<file path="config.mk">
export PLATFORM = sky130hd
export DESIGN_NAME = variable_length_xor_frame_builder
export DESIGN_NICKNAME = d
export VERILOG_FILES = /design/src/rtl/core/vlxfb_pkg.sv /design/src/rtl/core/vlxfb_cfg.sv /design/src/rtl/core/vlxfb_intake.sv /design/src/rtl/core/vlxfb_emit.sv /design/src/rtl/core/variable_length_xor_frame_builder.sv
export SDC_FILE = /design/constraint.sdc
export NUM_CORES = 1
export LEC_CHECK = 0
export ABC_CLOCK_PERIOD_IN_PS = 6300
export BUFFER_PORTS_ARGS = -buffer_cell sky130_fd_sc_hd__buf_2
export CAP_MARGIN = 20
export CORE_ASPECT_RATIO = 1.25
export CORE_UTILIZATION = 30
export CTS_CLUSTER_SIZE = 30
export DETAILED_ROUTE_END_ITERATION = 16
export PLACE_DENSITY_LB_ADDON = 0.08
export SYNTH_ARGS = -nofsm -noshare
export SYNTH_HDL_FRONTEND = slang
export SYNTH_SLANG_ARGS = --single-unit
</file>
<file path="constraint.sdc">
create_clock -name clk -period 6.3 [get_ports clk]
set_input_delay 1.26 -clock clk [delete_from_list [all_inputs] [get_ports clk]]
set_output_delay 1.26 -clock clk [all_outputs]
set_load 0.05 [all_outputs]
</file>
<file path="src/rtl/core/vlxfb_pkg.sv">
// Shared types, constants and slot codes for the XOR checksum frame builder.
`timescale 1ns / 1ps

package vlxfb_pkg;

	// Frame constants
	localparam logic [7:0]  SYNC_A       = 8'hAA;
	localparam logic [7:0]  SYNC_B       = 8'hBB;
	localparam logic [7:0]  TRAILER_B    = 8'hCC;
	localparam logic [15:0] LEN_OVERHEAD = 16'd10;
	localparam int unsigned MAX_PAYLOAD  = 1024;

	// Register file
	localparam int ADDR_W = 3;
	localparam int DATA_W = 32;

	typedef enum logic {
		REG_STATION = 1'b0,
		REG_BCD     = 1'b1
	} reg_idx_t;

	// One-hot byte slots within the words an item produces
	typedef enum logic [10:0] {
		SL_SYNC_A  = 11'b000_0000_0001,
		SL_SYNC_B  = 11'b000_0000_0010,
		SL_SEQ     = 11'b000_0000_0100,
		SL_ADDR_HI = 11'b000_0000_1000,
		SL_ADDR_LO = 11'b000_0001_0000,
		SL_LEN_HI  = 11'b000_0010_0000,
		SL_LEN_LO  = 11'b000_0100_0000,
		SL_DATA    = 11'b000_1000_0000,
		SL_TRL_A   = 11'b001_0000_0000,
		SL_TRL_B   = 11'b010_0000_0000,
		SL_SUM     = 11'b100_0000_0000
	} slot_t;

	typedef struct packed {
		logic [7:0]  payload_byte;
		logic        first_item;
		logic        last_item;
		logic        no_payload;
		logic [10:0] payload_count;
		logic        use_sequence;
		logic [7:0]  sequence_number;
	} in_word_t;

	typedef struct packed {
		logic [7:0] frame_byte;
		logic       frame_end;
	} out_word_t;

	// Work planned for one accepted item
	typedef struct packed {
		slot_t       first_slot;
		logic        has_data;
		logic        has_trailer;
		logic [7:0]  data;
		logic [7:0]  seq;
		logic [15:0] len;
	} plan_t;

	// Address bytes as they go into the header
	typedef struct packed {
		logic [7:0] hi;
		logic [7:0] lo;
	} addr_bytes_t;

endpackage

</file>
<file path="src/rtl/core/vlxfb_cfg.sv">
// Register file and station address encoder (hex or packed BCD).
`timescale 1ns / 1ps

module vlxfb_cfg
	import vlxfb_pkg::*;
(
	input  logic              clk,
	input  logic              arst_n,
	input  logic              psel,
	input  logic              penable,
	input  logic              pwrite,
	input  logic [ADDR_W-1:0] paddr,
	input  logic [DATA_W-1:0] pwdata,
	output logic [DATA_W-1:0] prdata,
	output logic              pready,
	output addr_bytes_t       addr
);

	logic [15:0] station_q;
	logic        bcd_mode_q;
	reg_idx_t    reg_idx;
	logic        wr_en;

	logic [13:0] mod_d;
	logic [13:0] mod_s1;
	logic [26:0] prod;
	logic [6:0]  hund_s2;
	logic [13:0] mod_s2;
	logic [13:0] rem_full;
	logic [7:0]  bcd_hi_s3;
	logic [7:0]  bcd_lo_s3;

	// Two BCD digits of a value below one hundred
	function automatic logic [7:0] bcd_pair(input logic [6:0] v);
		logic [14:0] p;
		logic [3:0]  tens;
		logic [6:0]  ones;
		p    = 15'(v) * 15'd205;
		tens = p[14:11];
		ones = v - 7'(tens) * 7'd10;
		return {tens, ones[3:0]};
	endfunction

	assign pready  = 1'b1;
	assign reg_idx = reg_idx_t'(paddr[2]);
	assign wr_en   = psel & penable & pwrite;

	// Write registers on the access phase
	always_ff @(posedge clk or negedge arst_n) begin
		if (!arst_n) begin
			station_q  <= '0;
			bcd_mode_q <= 1'b0;
		end else if (wr_en) begin
			unique case (reg_idx)
				REG_STATION: station_q  <= pwdata[15:0];
				REG_BCD:     bcd_mode_q <= pwdata[0];
				default:     ;
			endcase
		end
	end

	// Read back
	always_comb begin
		unique case (reg_idx)
			REG_STATION: prdata = {{(DATA_W-16){1'b0}}, station_q};
			REG_BCD:     prdata = {{(DATA_W-1){1'b0}}, bcd_mode_q};
			default:     prdata = '0;
		endcase
	end

	// Reduce address modulo ten thousand
	always_comb begin
		if (station_q >= 16'd60000)      mod_d = 14'(station_q - 16'd60000);
		else if (station_q >= 16'd50000) mod_d = 14'(station_q - 16'd50000);
		else if (station_q >= 16'd40000) mod_d = 14'(station_q - 16'd40000);
		else if (station_q >= 16'd30000) mod_d = 14'(station_q - 16'd30000);
		else if (station_q >= 16'd20000) mod_d = 14'(station_q - 16'd20000);
		else if (station_q >= 16'd10000) mod_d = 14'(station_q - 16'd10000);
		else                             mod_d = 14'(station_q);
	end

	// Hundreds by reciprocal multiply, valid for values below ten thousand
	assign prod     = 27'(mod_s1) * 27'd5243;
	assign rem_full = mod_s2 - 14'(hund_s2) * 14'd100;

	// Encoder pipeline runs every cycle; after a write the BCD bytes settle through stages s1, s2 and s3
	always_ff @(posedge clk) begin
		mod_s1    <= mod_d;
		hund_s2   <= prod[25:19];
		mod_s2    <= mod_s1;
		bcd_hi_s3 <= bcd_pair(hund_s2);
		bcd_lo_s3 <= bcd_pair(rem_full[6:0]);
	end

	// Select header address bytes
	always_comb begin
		if (bcd_mode_q) begin
			addr.hi = bcd_hi_s3;
			addr.lo = bcd_lo_s3;
		end else begin
			addr.hi = station_q[15:8];
			addr.lo = station_q[7:0];
		end
	end

endmodule

</file>
<file path="src/rtl/core/vlxfb_intake.sv">
// Input stage: frame tracking and per-item word plan register.
`timescale 1ns / 1ps

module vlxfb_intake
	import vlxfb_pkg::*;
(
	input  logic     clk,
	input  logic     arst_n,
	input  logic     in_valid,
	output logic     in_stall,
	input  in_word_t in_data,
	input  logic     release_item,
	output logic     plan_valid,
	output plan_t    plan
);

	logic        in_frame_q;
	logic        valid_s1;
	plan_t       plan_s1;
	plan_t       plan_d;
	logic        produces;
	logic        in_frame_d;
	logic        accept;
	logic [15:0] count_sat;

	assign in_stall   = valid_s1 & ~release_item;
	assign accept     = in_valid & ~in_stall;
	assign plan_valid = valid_s1;
	assign plan       = plan_s1;

	// Work out which words this item yields
	always_comb begin
		if (32'(in_data.payload_count) > MAX_PAYLOAD) count_sat = 16'(MAX_PAYLOAD);
		else                                          count_sat = 16'(in_data.payload_count);
		if (in_data.no_payload && in_data.last_item)  count_sat = '0;

		plan_d.data = in_data.payload_byte;
		plan_d.seq  = in_data.use_sequence ? in_data.sequence_number : 8'h00;
		plan_d.len  = count_sat + LEN_OVERHEAD;

		if (in_data.first_item) begin
			plan_d.first_slot  = SL_SYNC_A;
			plan_d.has_data    = ~in_data.no_payload;
			plan_d.has_trailer = in_data.no_payload & in_data.last_item;
			produces           = 1'b1;
			in_frame_d         = ~(in_data.no_payload & in_data.last_item);
		end else begin
			plan_d.has_data    = ~in_data.no_payload;
			plan_d.has_trailer = in_data.last_item;
			plan_d.first_slot  = in_data.no_payload ? SL_TRL_A : SL_DATA;
			produces           = in_frame_q & (~in_data.no_payload | in_data.last_item);
			in_frame_d         = in_frame_q & ~in_data.last_item;
		end
	end

	// Track open frame
	always_ff @(posedge clk or negedge arst_n) begin
		if (!arst_n) begin
			in_frame_q <= 1'b0;
		end else if (accept) begin
			in_frame_q <= in_frame_d;
		end
	end

	// Hold the plan until its last word leaves; drop items that yield nothing
	always_ff @(posedge clk or negedge arst_n) begin
		if (!arst_n) begin
			valid_s1 <= 1'b0;
		end else if (accept) begin
			valid_s1 <= produces;
		end else if (release_item) begin
			valid_s1 <= 1'b0;
		end
	end

	always_ff @(posedge clk) begin
		if (accept && produces) begin
			plan_s1 <= plan_d;
		end
	end

endmodule

</file>
<file path="src/rtl/core/vlxfb_emit.sv">
// Word sequencer, running XOR and output register.
`timescale 1ns / 1ps

module vlxfb_emit
	import vlxfb_pkg::*;
(
	input  logic        clk,
	input  logic        arst_n,
	input  logic        plan_valid,
	input  plan_t       plan,
	input  addr_bytes_t addr,
	output logic        release_item,
	output logic        out_valid,
	input  logic        out_stall,
	output out_word_t   out_data
);

	slot_t      slot_q;
	logic       mid_q;
	logic [7:0] xor_q;
	logic       out_valid_q;
	out_word_t  out_q;

	slot_t      cur;
	slot_t      nxt;
	logic       done;
	logic       load;
	logic [7:0] byte_d;
	logic       end_d;

	assign cur          = mid_q ? slot_q : plan.first_slot;
	assign load         = plan_valid & (~out_valid_q | ~out_stall);
	assign release_item = load & done;
	assign out_valid    = out_valid_q;
	assign out_data     = out_q;

	// Pick the word for the current slot and the slot after it
	always_comb begin
		byte_d = SYNC_A;
		end_d  = 1'b0;
		nxt    = SL_SYNC_A;
		done   = 1'b0;
		unique case (cur)
			SL_SYNC_A: begin
				byte_d = SYNC_A;
				nxt    = SL_SYNC_B;
			end
			SL_SYNC_B: begin
				byte_d = SYNC_B;
				nxt    = SL_SEQ;
			end
			SL_SEQ: begin
				byte_d = plan.seq;
				nxt    = SL_ADDR_HI;
			end
			SL_ADDR_HI: begin
				byte_d = addr.hi;
				nxt    = SL_ADDR_LO;
			end
			SL_ADDR_LO: begin
				byte_d = addr.lo;
				nxt    = SL_LEN_HI;
			end
			SL_LEN_HI: begin
				byte_d = plan.len[15:8];
				nxt    = SL_LEN_LO;
			end
			SL_LEN_LO: begin
				byte_d = plan.len[7:0];
				if (plan.has_data)         nxt = SL_DATA;
				else if (plan.has_trailer) nxt = SL_TRL_A;
				else                       done = 1'b1;
			end
			SL_DATA: begin
				byte_d = plan.data;
				if (plan.has_trailer) nxt = SL_TRL_A;
				else                  done = 1'b1;
			end
			SL_TRL_A: begin
				byte_d = SYNC_A;
				nxt    = SL_TRL_B;
			end
			SL_TRL_B: begin
				byte_d = TRAILER_B;
				nxt    = SL_SUM;
			end
			SL_SUM: begin
				byte_d = xor_q;
				end_d  = 1'b1;
				done   = 1'b1;
			end
			default: begin
				done = 1'b1;
			end
		endcase
	end

	// Advance through the slots of the held item
	always_ff @(posedge clk or negedge arst_n) begin
		if (!arst_n) begin
			mid_q  <= 1'b0;
			slot_q <= SL_SYNC_A;
		end else if (load) begin
			mid_q  <= ~done;
			slot_q <= nxt;
		end
	end

	// Running XOR restarts on the first header word
	always_ff @(posedge clk or negedge arst_n) begin
		if (!arst_n) begin
			xor_q <= '0;
		end else if (load) begin
			if (cur == SL_SYNC_A)  xor_q <= byte_d;
			else if (end_d)        xor_q <= '0;
			else                   xor_q <= xor_q ^ byte_d;
		end
	end

	// Output register
	always_ff @(posedge clk or negedge arst_n) begin
		if (!arst_n) begin
			out_valid_q <= 1'b0;
		end else if (load) begin
			out_valid_q <= 1'b1;
		end else if (!out_stall) begin
			out_valid_q <= 1'b0;
		end
	end

	always_ff @(posedge clk) begin
		if (load) begin
			out_q.frame_byte <= byte_d;
			out_q.frame_end  <= end_d;
		end
	end

endmodule

</file>
<file path="src/rtl/core/variable_length_xor_frame_builder.sv">
// Top level of the byte framer with XOR checksum.
// An accepted item is registered in the intake plan register; its first word loads the
// output register once that is empty or not stalled. The output gives one word per cycle
// unless it stalls; an item is held until the slot sequencer has loaded all its words (1
// for a payload byte, 7, 8 or 10 at frame start, 3 or 4 at frame end). Items that yield no
// word leave nothing behind and are taken at one per cycle while no item is held.
// BCD address bytes settle through the s1, s2 and s3 encoder stages after an address write.
// Reset clears the frame state, running XOR, handshakes and configuration registers.
`timescale 1ns / 1ps

module variable_length_xor_frame_builder
	import vlxfb_pkg::*;
(
	input  logic              clk,
	input  logic              arst_n,
	input  logic              in_valid,
	output logic              in_stall,
	input  in_word_t          in_data,
	output logic              out_valid,
	input  logic              out_stall,
	output out_word_t         out_data,
	input  logic              psel,
	input  logic              penable,
	input  logic              pwrite,
	input  logic [ADDR_W-1:0] paddr,
	input  logic [DATA_W-1:0] pwdata,
	output logic [DATA_W-1:0] prdata,
	output logic              pready
);

	addr_bytes_t addr;
	plan_t       plan;
	logic        plan_valid;
	logic        release_item;

	vlxfb_cfg u_cfg (
		.clk     (clk),
		.arst_n  (arst_n),
		.psel    (psel),
		.penable (penable),
		.pwrite  (pwrite),
		.paddr   (paddr),
		.pwdata  (pwdata),
		.prdata  (prdata),
		.pready  (pready),
		.addr    (addr)
	);

	vlxfb_intake u_intake (
		.clk          (clk),
		.arst_n       (arst_n),
		.in_valid     (in_valid),
		.in_stall     (in_stall),
		.in_data      (in_data),
		.release_item (release_item),
		.plan_valid   (plan_valid),
		.plan         (plan)
	);

	vlxfb_emit u_emit (
		.clk          (clk),
		.arst_n       (arst_n),
		.plan_valid   (plan_valid),
		.plan         (plan),
		.addr         (addr),
		.release_item (release_item),
		.out_valid    (out_valid),
		.out_stall    (out_stall),
		.out_data     (out_data)
	);

endmodule

</file>
==> run_results.csv <==
group,metric,value,unit
run_status,status,"finished, final reports clean",
clock_tree,h-tree-depth,4,
logic_synthesis,syn-instance-count,1164,
clock_tree,hold_buffers,0,
timing,rsz0062_at_grt,"false",
worst_hold_path,hold_path_class,"flop to flop",
cells_and_area,drive_gt1_share,13.6,%
worst_setup_path,cp.arrival,6.05,ns
grt,grt_pass1_vias,8945,
drt,routed_wl,30700,um
timing,final.setup_skew,0.0124,ns
drt,dr.pass1.iters,5,
grt,grt_usage,16.6,%
logic_synthesis,yosysWarnings,0,
cells_and_area,synthToLayoutAreaGrowth,13.6,%
logic_synthesis,synth-compound-area-share,11.9,%
floorplan,dieArea,39200,um^2
logic_synthesis,synth-simple-area-share,11.5,%
place,port_buffers,81,
clock_tree,cts_tree,"built",
floorplan,die_x,177,um
timing,setup-tns-final,0,ns
timing,period_needed,5.70,ns
logic_synthesis,synth_mux_area_share,3.64,%
worst_setup_path,worstPathRequired,6.65,ns
logic_synthesis,yosysMostFrequentCell,"ha_1",
logic_synthesis,netlist_area,11500,um^2
floorplan,die_y,221,um
worst_setup_path,endpoint_kind,"flop",
worst_setup_path,path_cells,"inv_1, ha_1, a21o_1, a21o_1, xor2_1, ha_1, fa_1, ha_1, inv_1, fa_1, inv_1, ha_1, a2111o_1, a31oi_1, o21ai_0, o21ai_0, inv_1, a21oi_1, xor2_1, fa_1, xnor2_1, xnor2_1, xnor2_1",
cells_and_area,nets,1575,
timing,tightest_slew,1.06,ns
cells_and_area,nFillCells,3902,
worst_setup_path,r2r_setup_slack,0.60,ns
place,gp_congestion,0.825,
grt,grt_antenna_before_repair,2,
logic_synthesis,synth_top_area_share,19.5,%
timing,final_hold_viol_count,0,
worst_setup_path,crit_cells,23,
logic_synthesis,synth_fa_ha_area_share,33.6,%
drt,drc,0,
drt,drt_iter0_drc,390,
logic_synthesis,synth_top_family_by_area,"adder cells",
drt,viasPerCell,4.82,
timing,slew_headroom,28.4,%
clock_tree,cts_setup_buffers,0,
timing,drv_slew,0,
worst_setup_path,endpoint,"u_cfg.bcd_lo_s3[3]",
worst_setup_path,crit_path_start,"u_cfg.hund_s2[1]",
worst_setup_path,r2r-end,"u_cfg.bcd_lo_s3[3]",
clock_tree,post_cts_resized,0,
place,dp_hpwl,24400,um
clock_tree,cts_sinks,126,
worst_setup_path,cp_max_fo,4,
worst_setup_path,r2r-start,"u_cfg.hund_s2[1]",
grt,grt-busiest-layer,"met2",
logic_synthesis,ys_ff_latch,126,
logic_synthesis,synth_area_leader_cell,"ha_1",
logic_synthesis,synth_xor_area_share,3.87,%
grt,globalRouteOverflowTotal,0,
logic_synthesis,yosys_most_used_dff,"dfxtp_1",
clock_tree,clk_pin_slew_worst_paths,0.06,ns
job,cap_violations,0,
drt,ant_nets,0,
worst_setup_path,crit_type,"flop to flop",
timing,period_share,90.5,%
grt,grt_pass1_wl,49900,um
grt,grt_max_degree,41,
clock_tree,cts_max_path_buffers,2,
clock_tree,cts-root-buf,"clkbuf_16",
grt,use_met2,27.3,%
grt,met3_usage,2.56,%
drt,vias,8401,
floorplan,core,37600,um^2
logic_synthesis,ys_top_cells_by_count,"ha_1, inv_1, fa_1",
worst_setup_path,critPathLaunchType,"flop",
worst_setup_path,cp_num_buf_inv,4,
floorplan,num_rows,79,
clock_tree,cts_buffers,17,
worst_setup_path,slowest_stage,"fa_1",
logic_synthesis,synth-seq-area-share,27.3,%
logic_synthesis,avgSynthCellArea,9.90,um^2
worst_setup_path,reg2regPathDepth,23,
timing,setup-violations-final,0,
logic_synthesis,yosysUniqueCellTypes,77,
logic_synthesis,synth_area_leaders,"ha_1, fa_1, edfxtp_1",
logic_synthesis,synth_edf_count,42,
logic_synthesis,ys_async_sr_fraction,31.7,%
grt,gr-usage-met1,22.4,%
floorplan,ios,117,
clock_tree,insertion_delay,0.42,ns
drt,routedWlPerCell,17.6,um
floorplan,initial_core_util,30.7,%
worst_setup_path,max_stage_delay,0.47,ns
worst_setup_path,critPathTopFamily,"adder cells",
timing,fmaxAchievable,175,MHz
-- layer usage --
layer	routed length [um]	part of all wire, %	up-vias
met2	14800	48	135
li1	-	-	4151
met4	538	1.8	0
met1	14400	47	4089
met3	925	3.0	26
met5	0	0	-
-- metrics by stage --
| step | instance area, um^2 | util [%] | setup WS (ns) | hold slack (ns) | cells |
|---|---|---|---|---|---|
| 6_report | 13100 | 34.9 | 0.602 | 0.423 | 1742 |
| 5_1_grt | 13100 | 34.9 | 0.139 | 0.442 | 1740 |
| 4_1_cts | 13100 | 34.9 | 0.498 | 0.431 | 1740 |
| 3_5_place_dp | 12400 | 33.1 | 0.532 | 0.422 | 1708 |
| 3_3_place_gp | 12400 | 33.1 | 0.581 | 0.418 | 1708 |
| 2_1_floorplan | 11600 | - | 0.910 | 0.368 | 1180 |
-- kinds of logic after synthesis --
family,after synthesis
xor gates and xnor gates,51
muxes,39
buffers and inverters,231
AOI/OAI and AO/OA,203
DFF,126
adders and majority gates,261
other,2
and+or+nand+nor,251
-- cell type report --
class                           instances  area [um^2]  share of cell area [%]
Tap cell                              486          608                    4.64
Clock inverter                         14          204                    1.56
Multi-Input combinational cell        823         7510                    57.3
Timing Repair Buffer                   94          503                    3.84
Inverter                              179          672                    5.13
Sequential cell                       126         3140                    24.0
Clock buffer                           18          450                    3.44
Antenna cell                            2         5.00                  0.0382
-- sequential cells by signal, summed over array words and instances, names as in the netlist, 7 cells and up --
name and cells:
u_cfg.bcd_hi_s3 8, u_cfg.mod_s2 7, u_cfg.station_q 16, u_emit.xor_q 8
u_cfg.hund_s2 7, u_intake.plan 33, u_cfg.bcd_lo_s3 8, u_emit.slot_q 11
u_cfg.mod_s1 14, u_emit.out_data 9
-- worst min-delay path by stage --
stage / from / to / slack, ns / cells after the start
3_3_place_gp: u_cfg.hund_s2[0] / u_cfg.bcd_hi_s3[0] / 0.42 / 0
5_1_grt: u_cfg.mod_s2[0] / u_cfg.bcd_lo_s3[0] / 0.44 / 0
3_5_place_dp: u_cfg.mod_s2[0] / u_cfg.bcd_lo_s3[0] / 0.42 / 0
6_report: u_cfg.mod_s2[0] / u_cfg.bcd_lo_s3[0] / 0.42 / 0
2_1_floorplan: u_cfg.mod_s2[0] / u_cfg.bcd_lo_s3[0] / 0.37 / 0
4_1_cts: u_cfg.hund_s2[0] / u_cfg.bcd_hi_s3[0] / 0.43 / 0
-- placed cells by master, fill, tap and decap left out, types with 16 or more instances in the layout --
cell type	instances
a21oi_1	48
a31oi_1	16
buf_2	81
clkbuf_16	18
conb_1	18
dfrtp_1	39
dfxtp_1	44
edfxtp_1	42
fa_1	81
ha_1	180
inv_1	178
mux2_2	21
mux2i_1	16
nand2_1	65
nand3_1	18
nor2_1	45
nor2b_1	19
o21ai_0	39
xnor2_1	37
Power is left out: the tool's default activity adds up to more than one toggle a clock period on the data nets, which glitch-free logic cannot reach.
